### config.mk
export PLATFORM = sky130hd
export DESIGN_NAME = hue_sat_grey_to_rgb_unit
export DESIGN_NICKNAME = d
export VERILOG_FILES = /design/src/rtl/hsgr_pkg.sv /design/src/rtl/hsgr_blend.sv /design/src/rtl/hue_sat_grey_to_rgb_unit.sv
export VERILOG_INCLUDE_DIRS = /design/src /design/src/rtl
export SDC_FILE = /design/constraint.sdc
export NUM_CORES = 2
export LEC_CHECK = 0
export BUFFER_PORTS_ARGS = -buffer_cell sky130_fd_sc_hd__buf_2
export CORE_ASPECT_RATIO = 1.4
export CORE_MARGIN = 3
export CORE_UTILIZATION = 55
export DETAILED_ROUTE_END_ITERATION = 8
export PLACE_DENSITY = 0.72
export SKIP_CTS_REPAIR_TIMING = 1
export SLEW_MARGIN = 20
export SYNTH_ARGS = -nofsm -noshare
export SYNTH_HDL_FRONTEND = slang
export SYNTH_SLANG_ARGS = --single-unit
export TNS_END_PERCENT = 5
### constraint.sdc
create_clock -name clk -period 8.7 [get_ports clk]
set_clock_uncertainty 0.15 [all_clocks]
set_input_delay 0.87 -clock clk [delete_from_list [all_inputs] [get_ports clk]]
set_output_delay 0.87 -clock clk [all_outputs]
set_load 0.05 [all_outputs]
### src/rtl/hue_sat_grey_to_rgb_unit_macros.svh
// Assertion macros for the hue/saturation/grey to RGB unit.
// Included by files that carry concurrent checks; no other dependencies.
`ifndef HUE_SAT_GREY_TO_RGB_UNIT_MACROS_SVH
`define HUE_SAT_GREY_TO_RGB_UNIT_MACROS_SVH

`ifndef ASSERT_OFF
`define HSGR_ASSERT(lbl, clk, rst_n, prop) \
	lbl: assert property (@(posedge clk) disable iff (!rst_n) (prop)) \
		else $error("hsgr assertion failed");
`define HSGR_ASSERT_NEXT(lbl, clk, rst_n, ante, cons) \
	lbl: assert property (@(posedge clk) disable iff (!rst_n) (ante) |=> (cons)) \
		else $error("hsgr assertion failed");
`else
`define HSGR_ASSERT(lbl, clk, rst_n, prop)
`define HSGR_ASSERT_NEXT(lbl, clk, rst_n, ante, cons)
`endif

`endif

### src/rtl/hsgr_pkg.sv
// Shared types and constants for the hue/saturation/grey to RGB unit.
// No dependencies.
`default_nettype none

package hsgr_pkg;

	localparam int FIELD_W  = 16;
	localparam int BEAT_W   = 4 * FIELD_W;
	localparam int SAT_FRAC = 14;
	localparam int SAT_W    = SAT_FRAC + 1;
	localparam int SAT_ONE  = 1 << SAT_FRAC;
	localparam int SAT_HALF = 1 << (SAT_FRAC - 1);

	typedef enum logic [2:0] {
		SEC_0 = 3'd0,
		SEC_1 = 3'd1,
		SEC_2 = 3'd2,
		SEC_3 = 3'd3,
		SEC_4 = 3'd4,
		SEC_5 = 3'd5
	} sector_t;

endpackage

`default_nettype wire

### src/rtl/hsgr_blend.sv
// One channel blend: grey + sat * (ramp - grey), rounded and saturated.
// Depends on hsgr_pkg.
`default_nettype none

module hsgr_blend #(
	parameter int C = 16
) (
	input  wire logic [hsgr_pkg::SAT_W-1:0]   sat,
	input  wire logic signed [C+1:0]          diff,
	input  wire logic [C-1:0]                 grey,
	output logic [hsgr_pkg::FIELD_W-1:0]      chan
);
	import hsgr_pkg::*;

	localparam int PW = C + 4 + SAT_FRAC;

	logic signed [PW-1:0] prod;
	logic signed [PW-1:0] acc;
	logic [C:0]           val;
	logic [C-1:0]         chan_c;

	always_comb begin
		prod   = PW'($signed({1'b0, sat}) * diff);
		acc    = prod + $signed({4'b0, grey, {SAT_FRAC{1'b0}}}) + $signed(PW'(SAT_HALF));
		val    = acc[C+SAT_FRAC:SAT_FRAC];
		chan_c = val[C] ? {C{1'b1}} : val[C-1:0];
		chan   = FIELD_W'(chan_c);
	end

endmodule

`default_nettype wire

### src/rtl/hue_sat_grey_to_rgb_unit.sv
// Top level of the hue/saturation/grey to RGB unit.
// Depends on hsgr_pkg, hsgr_blend and hue_sat_grey_to_rgb_unit_macros.svh.
//
// Channel  Dir  tdata fields (low to high)
// s_*      in   hue_turn, saturation, grey_level, alpha_in (16 bits each)
// m_*      out  red, green, blue, alpha_out (16 bits each)
//
// One beat per cycle sustained while the output is not stalled; each beat passes through the stages below in order.
// Stages: input register, sector/ramp/difference register, result register
// after the three channel multipliers.
// Reset clears the stage valid bits only; the unit is stateless.
// Each stage holds while the one after it is full and stalled.
`default_nettype none

module hue_sat_grey_to_rgb_unit #(
	parameter int CHANNEL_BITS = 16
) (
	input  wire logic                         clk,
	input  wire logic                         arst_n,
	input  wire logic                         s_tvalid,
	output logic                              s_tready,
	input  wire logic [hsgr_pkg::BEAT_W-1:0]  s_tdata,  // hue_turn, saturation, grey_level, alpha_in
	output logic                              m_tvalid,
	input  wire logic                         m_tready,
	output logic [hsgr_pkg::BEAT_W-1:0]       m_tdata   // red, green, blue, alpha_out
);
	import hsgr_pkg::*;

	`include "hue_sat_grey_to_rgb_unit_macros.svh"

	localparam int C = CHANNEL_BITS;

	logic valid_s1, valid_s2, valid_s3;
	logic ready_s1, ready_s2, ready_s3;

	logic [FIELD_W-1:0] hue_s1, sat_raw_s1, grey_raw_s1, alpha_s1;

	logic [SAT_W-1:0]   sat_s2;
	logic signed [C+1:0] diff_r_s2, diff_g_s2, diff_b_s2;
	logic [C-1:0]       grey_s2;
	logic [FIELD_W-1:0] alpha_s2;

	logic [FIELD_W-1:0] red_s3, green_s3, blue_s3, alpha_s3;

	logic [C-1:0]       h;
	logic [C+2:0]       prod6;
	logic [C-1:0]       d;
	logic [C:0]         d_up, d_down;
	logic [C:0]         ramp_r, ramp_g, ramp_b;
	logic [C-1:0]       grey_c;
	logic [SAT_W-1:0]   sat_c;
	sector_t            sector;
	logic [FIELD_W-1:0] red_c, green_c, blue_c;

	localparam logic [C:0] RAMP_ONE = {1'b1, {C{1'b0}}};

	assign ready_s3 = !valid_s3 || m_tready;
	assign ready_s2 = !valid_s2 || ready_s3;
	assign ready_s1 = !valid_s1 || ready_s2;
	assign s_tready = ready_s1;

	always_ff @(posedge clk or negedge arst_n) begin
		if (!arst_n) begin
			valid_s1 <= 1'b0;
			valid_s2 <= 1'b0;
			valid_s3 <= 1'b0;
		end else begin
			if (ready_s1) valid_s1 <= s_tvalid;
			if (ready_s2) valid_s2 <= valid_s1;
			if (ready_s3) valid_s3 <= valid_s2;
		end
	end

	always_ff @(posedge clk) begin
		if (ready_s1 && s_tvalid) begin
			hue_s1      <= s_tdata[FIELD_W-1:0];
			sat_raw_s1  <= s_tdata[2*FIELD_W-1:FIELD_W];
			grey_raw_s1 <= s_tdata[3*FIELD_W-1:2*FIELD_W];
			alpha_s1    <= s_tdata[4*FIELD_W-1:3*FIELD_W];
		end
	end

	always_comb begin
		h       = C'(hue_s1);
		grey_c  = C'(grey_raw_s1);
		prod6   = (C+3)'({h, 2'b0}) + (C+3)'({h, 1'b0});
		sector  = sector_t'(prod6[C+2:C]);
		d       = prod6[C-1:0];
		d_up    = {1'b0, d};
		d_down  = RAMP_ONE - d_up;
		priority if (sat_raw_s1[FIELD_W-1])
			sat_c = '0;
		else if (sat_raw_s1[SAT_W-1:0] > SAT_W'(SAT_ONE))
			sat_c = SAT_W'(SAT_ONE);
		else
			sat_c = sat_raw_s1[SAT_W-1:0];
		unique case (sector)
			SEC_0: begin
				ramp_r = d_up;     ramp_g = '0;       ramp_b = RAMP_ONE;
			end
			SEC_1: begin
				ramp_r = RAMP_ONE; ramp_g = '0;       ramp_b = d_down;
			end
			SEC_2: begin
				ramp_r = RAMP_ONE; ramp_g = d_up;     ramp_b = '0;
			end
			SEC_3: begin
				ramp_r = d_down;   ramp_g = RAMP_ONE; ramp_b = '0;
			end
			SEC_4: begin
				ramp_r = '0;       ramp_g = RAMP_ONE; ramp_b = d_up;
			end
			default: begin
				ramp_r = '0;       ramp_g = d_down;   ramp_b = RAMP_ONE;
			end
		endcase
	end

	always_ff @(posedge clk) begin
		if (ready_s2 && valid_s1) begin
			sat_s2    <= sat_c;
			grey_s2   <= grey_c;
			alpha_s2  <= FIELD_W'(C'(alpha_s1));
			diff_r_s2 <= $signed({1'b0, ramp_r}) - $signed({2'b0, grey_c});
			diff_g_s2 <= $signed({1'b0, ramp_g}) - $signed({2'b0, grey_c});
			diff_b_s2 <= $signed({1'b0, ramp_b}) - $signed({2'b0, grey_c});
		end
	end

	hsgr_blend #(.C(C)) u_blend_r (
		.sat  (sat_s2),
		.diff (diff_r_s2),
		.grey (grey_s2),
		.chan (red_c)
	);

	hsgr_blend #(.C(C)) u_blend_g (
		.sat  (sat_s2),
		.diff (diff_g_s2),
		.grey (grey_s2),
		.chan (green_c)
	);

	hsgr_blend #(.C(C)) u_blend_b (
		.sat  (sat_s2),
		.diff (diff_b_s2),
		.grey (grey_s2),
		.chan (blue_c)
	);

	always_ff @(posedge clk) begin
		if (ready_s3 && valid_s2) begin
			red_s3   <= red_c;
			green_s3 <= green_c;
			blue_s3  <= blue_c;
			alpha_s3 <= alpha_s2;
		end
	end

	assign m_tvalid = valid_s3;
	assign m_tdata  = {alpha_s3, blue_s3, green_s3, red_s3};

	`HSGR_ASSERT(a_sat_clamped, clk, arst_n, !valid_s2 || sat_s2 <= SAT_W'(SAT_ONE))
	`HSGR_ASSERT_NEXT(a_no_invented_beat, clk, arst_n, m_tvalid && m_tready && !valid_s2,
		!m_tvalid)
	`HSGR_ASSERT_NEXT(a_alpha_carried, clk, arst_n, valid_s2 && ready_s3,
		m_tdata[4*FIELD_W-1:3*FIELD_W] == $past(alpha_s2))
	`HSGR_ASSERT_NEXT(a_s2_hold, clk, arst_n, valid_s2 && !ready_s2,
		valid_s2 && $stable(diff_r_s2) && $stable(sat_s2))

endmodule

`default_nettype wire

; ---- Word-level counts from Yosys, hierarchy flattened
; Cells that the tools add are included.
[totals]
inputBits = 68
reg_bits = 232
word_cells = 56
out_inout_bits = 66
[op_classes]
order_cmp = 1
add_sub_neg = 11
mux = 4
mul = 3
n_reduce_logical = 15
n_eq_ne = 4
[op_table]
columns = cell, n
row1 = 17-bit case mux with 3 select lines, 3
row2 = "31-bit by 15-bit adder with 31-bit output, second input constant", 3
row3 = 31-bit adder, 3
row4 = 16-bit by 18-bit multiplier with 31-bit output, 3
row5 = 17-bit by 16-bit subtractor with 18-bit output, 3
row6 = 18-bit by 17-bit adder with 19-bit output, 1
row7 = "17-bit by 16-bit subtractor with 17-bit output, first input constant", 1
row8 = "15-bit greater-than comparator, second input constant", 1
row9 = 15-bit two-way mux, 1
row10 = 2-bit OR reduction, 5
row11 = "3-bit by 2-bit == test with 1-bit output, second input constant", 2
row12 = "3-bit by 1-bit == test with 1-bit output, second input constant", 1
row13 = "3-bit == test, second input constant", 1
row14 = 1-bit logical AND, 3
row15 = 1-bit logical NOT, 3
row16 = 3-bit logical NOT, 1
row17 = 1-bit logical OR, 3

; ---- Depth between registers and ports, before layout
[logic_depth]
depth_word = 5
depth_mapped = 25
depth_no_buf = 23

; ---- Cells and area by module
; From an unflattened synthesis, not the netlist that was laid out.
[unflattened]
cells_unflattened = 4260
hier_area_um2 = 41529.8
[by_module_without_submodules]
columns = module, cells_per_inst, instances, seq_area_each_um2, area_each_um2
row1 = hue_sat_grey_to_rgb_unit, 838, 1, 6861.6, 11104.4
row2 = hsgr_blend (u_blend_r), 1132, 1, 0.0, 10152.2
row3 = hsgr_blend (u_blend_b), 1144, 1, 0.0, 10144.7
row4 = hsgr_blend (u_blend_g), 1146, 1, 0.0, 10128.5

; ---- Least setup slack after synthesis
; No wires, ideal clock.
[synth_timing]
kind = flip-flop to flip-flop
from = reg sat_s2[2]
to = reg green_s3[11] (data pin)
period_less_slack_ns = 6.901
slack_ns = 1.799
arrival_ns = 6.485
path_stages_with_launch = 24
required_time_ns = 8.284
path_cell_list = edfxtp_1 clkbuf_1 clkbuf_1 nand2_1 fa_1 fa_1 fa_1 inv_1 fa_1 fa_1 inv_1 fa_1 inv_1 ha_1 a21o_1 a21o_1 a221oi_2 o21ai_1 a41o_1 a31o_2 a211oi_2 nor3_1 clkbuf_1 or3b_1
[synth_between]
elab_chain_len = 3
[synth_rtl]
columns = item, line_no
row1 = "start, declared", hue_sat_grey_to_rgb_unit.sv:38  ; logic [SAT_W-1:0] sat_s2;
row2 = "start signal, assigned", hue_sat_grey_to_rgb_unit.sv:121  ; sat_s2 <= sat_c;
row3 = 16-bit by 18-bit multiplier with 31-bit output, hsgr_blend.sv:23  ; prod = PW'($signed({1'b0, sat}) * diff);
row4 = 31-bit adder, hsgr_blend.sv:24  ; acc = prod + $signed({4'b0, grey, {SAT_FRAC{1'b0}}}) + $signed(PW'(SAT_HALF));
row5 = 31-bit by 15-bit adder with 31-bit output, hsgr_blend.sv:24
row6 = "end signal, assigned", hue_sat_grey_to_rgb_unit.sv:154  ; green_s3 <= green_c;
row7 = "end, declared", hue_sat_grey_to_rgb_unit.sv:43  ; logic [FIELD_W-1:0] red_s3, green_s3, blue_s3, alpha_s3;
; No other way between the ends.
; A chain may end at the register's enable or synchronous reset.

; ---- Worst setup path after layout
[layout_timing]
from = reg sat_s2[6]
to = reg blue_s3[12] (data pin)
[layout_between]
elab_chain_len = 3
[layout_rtl]
columns = item, line_no
row1 = 16-bit by 18-bit multiplier with 31-bit output, hsgr_blend.sv:23
row2 = 31-bit adder, hsgr_blend.sv:24
row3 = 31-bit by 15-bit adder with 31-bit output, hsgr_blend.sv:24
row4 = "end signal, assigned", hue_sat_grey_to_rgb_unit.sv:155  ; blue_s3 <= blue_c;
row5 = "end, declared", hue_sat_grey_to_rgb_unit.sv:43
; No other way between the ends.

==> results_dict.tcl <==
set metrics [dict create \
    worstPathRequired_ns 8.87 \
    io_pins 134 \
    cts_buffers 26 \
    antenna_found_initial 1 \
    end_kind "flip-flop" \
    fmax_mhz 130 \
    final_nets 5461 \
    track_usage_pct 26.3 \
    routed_wl_microns 98000 \
    cp_max_fo 27 \
    n_antenna_cell 0 \
    synth_ff_type "edfxtp_1" \
    status "finished, final reports clean" \
    start_kind "flip-flop" \
    drive_above_1_share_pct 6.26 \
    synth_top_area_share_pct 39.0 \
    synth.top_cells.by_area "fa_1 (39%), edfxtp_1 (16%), ha_1 (9.7%), inv_1 (9.5%), and2_1 (6.5%)" \
    synth_cells 4222 \
    vias 28700 \
    finalSetupTns_ns 0 \
    drv_cap 0 \
    grtUsageMet2_pct 46.8 \
    worstPathCellList "buf_4 -> and2_1 -> fa_1 -> inv_1 -> fa_1 -> fa_1 -> fa_1 -> inv_1 -> fa_1 -> inv_1 -> fa_1 -> inv_1 -> ha_1 -> o21a_1 -> o21ai_0 -> or4b_1 -> o311ai_2 -> o211ai_2 -> a211oi_2 -> or3_1 -> nand3_4 -> or2_1" \
    grt_overflow 0 \
    synth_top_family_by_area "adder cells" \
    start_util_pct 55.6 \
    syn-num-nets 5416 \
    worst_path_max_delay_cell "edfxtp_1" \
    htreeDepth 1 \
    clkTransAtPathRegs_ns 0.07 \
    yosysSeqAreaShare_pct 16.6 \
    die_h_microns 330 \
    die_w_microns 238 \
    cp.arrival_ns 7.87 \
    area_growth_pct 6.05 \
    cpPeakStageDelay_ns 0.88 \
    ys_warn_count 0 \
    synth_xor_area_share_pct 3.28 \
    cts_root_buffer "clkbuf_16" \
    worst_pin_slew_ns 1.07 \
    final-setup-viol-count 0 \
    io_buffer_count 133 \
    synth.area.mux_share_pct 0.0515 \
    synth-edff-count 226 \
    slew_violations 0 \
    cts.path.max_buffers 3 \
    path_class "reg2reg" \
    cts_sinks 229 \
    syn_avg_cell_area_sq_um 9.78 \
    use_met3_pct 2.26 \
    rows 118 \
    crit_top_cell "fa_1" \
    synthAdderAreaFrac_pct 48.7 \
    synth-simple-area-share_pct 15.0 \
    slew_headroom_pct 28.7 \
    rsz0062_at_grt "no" \
    insertion_delay_ns 0.58 \
    async_reset_ff_share_pct 1.31 \
    post_drt_via_cell_ratio 5.47 \
    die_area_sq_um 78500 \
    hold_viol 0 \
    ys_types 93 \
    place.gp.congestion 0.904 \
    synth.cell_area_sq_um 41300 \
    dpl.hpwl_microns 78700 \
    grt_pass1_wl_microns 160000 \
    antenna_left 0 \
    grt_start_max_net_pins 65 \
    synth_compound_area_share_pct 5.31 \
    drc 0 \
    grt_pass1_vias 30700 \
    synth_top_area_cell "fa_1" \
    core_sq_um 74300 \
    min_path_type "reg2reg" \
    initialDrtViolationCount 1906 \
    cts_tree "done" \
    wl_per_cell_microns 18.7 \
    grt_util_met1_pct 30.8 \
    synth-seq-cells 229 \
    post-route-period-util_pct 88.5 \
    period_minus_slack_ns 7.70 \
    dr.pass1.iters 5 \
    gr-max-usage-layer "met2" \
]
-- kinds of logic (layout without fill, tap and decap cells) --
group,after synthesis,after routing
xor+xnor,152,152
mux,2,2
fa+ha+maj,1126,1126
simple gates,1196,1196
buf+inv,1206,1268
compound gates,311,311
flops,229,229
-- final timing paths --
path | from | endpoint | slack (ns) | cells after the start
max | sat_s2[6] | blue_s3[12] | 1.00 | 22
min in group asynchronous | arst_n | m_tvalid | 0.48 | 2
max in group asynchronous | arst_n | valid_s1 | 7.81 | 2
min reg2reg | alpha_s2[8] | alpha_s3[8] | 0.26 | 0
max reg2reg | sat_s2[6] | blue_s3[12] | 1.00 | 22
min | alpha_s2[8] | alpha_s3[8] | 0.26 | 0
-- layout by cell type (no fill, tap or decap), types with 47 or more instances in the layout --
cell type  synthesis  final
a21oi_1           67     67
and2_1           430    427
buf_2              5    133
edfxtp_1         226    226
fa_1             805    805
ha_1             321    321
inv_1           1049   1049
nand2_1          434    434
nor2_1            92     92
nor3_1            52     52
o21ai_0           56     56
xnor2_1          101    101
xor2_1            48     47
-- flip-flops by register name, summed over array words and instances, names as in the netlist --
signal / cells
valid_s1: 1
alpha_s3: 16
m_tvalid: 1
grey_c: 16
diff_b_s2: 17
alpha_s2: 16
sat_raw_s1: 16
diff_g_s2: 17
red_s3: 16
green_s3: 16
diff_r_s2: 18
sat_s2: 15
h: 16
alpha_s1: 16
valid_s2: 1
blue_s3: 16
grey_s2: 15
-- critical path: cells and delay by family, from the launching register on --
kind / cells / cell delay [ns]
buffers and inverters: 5 / 0.65
adders and majority gates: 7 / 3.14
and+or+nand+nor: 5 / 1.61
DFF: 1 / 0.88
AOI/OAI and AO/OA: 5 / 1.02
-- metrics by stage --
stage | instances | instance area [sq um] | setup WS (ns) | hold WS (ns) | utilization, %
2_1_floorplan | 4222 | 41300 | 1.80 | 0.250 | -
3_5_place_dp | 5198 | 42900 | 1.05 | 0.255 | 57.8
5_1_grt | 5244 | 43800 | 0.550 | 0.276 | 59.0
6_report | 5244 | 43800 | 1.00 | 0.265 | 59.0
4_1_cts | 5243 | 43800 | 1.01 | -0.105 | 59.0
3_3_place_gp | 5198 | 42900 | 1.21 | 0.251 | 57.8
-- Yosys cell counts, types with 29 or more instances --
cell type and count:
a21o_1 37, a21oi_1 67, and2_1 430, clkbuf_1 145, edfxtp_1 226, fa_1 805, ha_1 321, inv_1 1049
nand2_1 434, nand2b_1 29, nand3_1 35, nor2_1 92, nor3_1 52, o21ai_0 56, xnor2_1 101, xor2_1 48
-- area by class of cell --
| class | instances | area (sq um) |
|---|---|---|
| inverter | 1049 | 3940 |
| clock inverter | 16 | 183 |
| clock buffer | 29 | 683 |
| sequential | 229 | 6860 |
| multi-input combinational | 2787 | 29900 |
| tap | 960 | 1200 |
| fill | 6391 | 30500 |
| timing repair buffer | 174 | 1030 |
-- routing by layer --
layer  up-vias  routed length [microns]
met3       292                     4870
met1     14600                    35300
li1      12900                        -
met2       945                    50300
met5         -                        0
met4         0                     7540
Power is not shown: default switching activity piles up to over one toggle a cycle in this logic, so the estimate is an artifact.
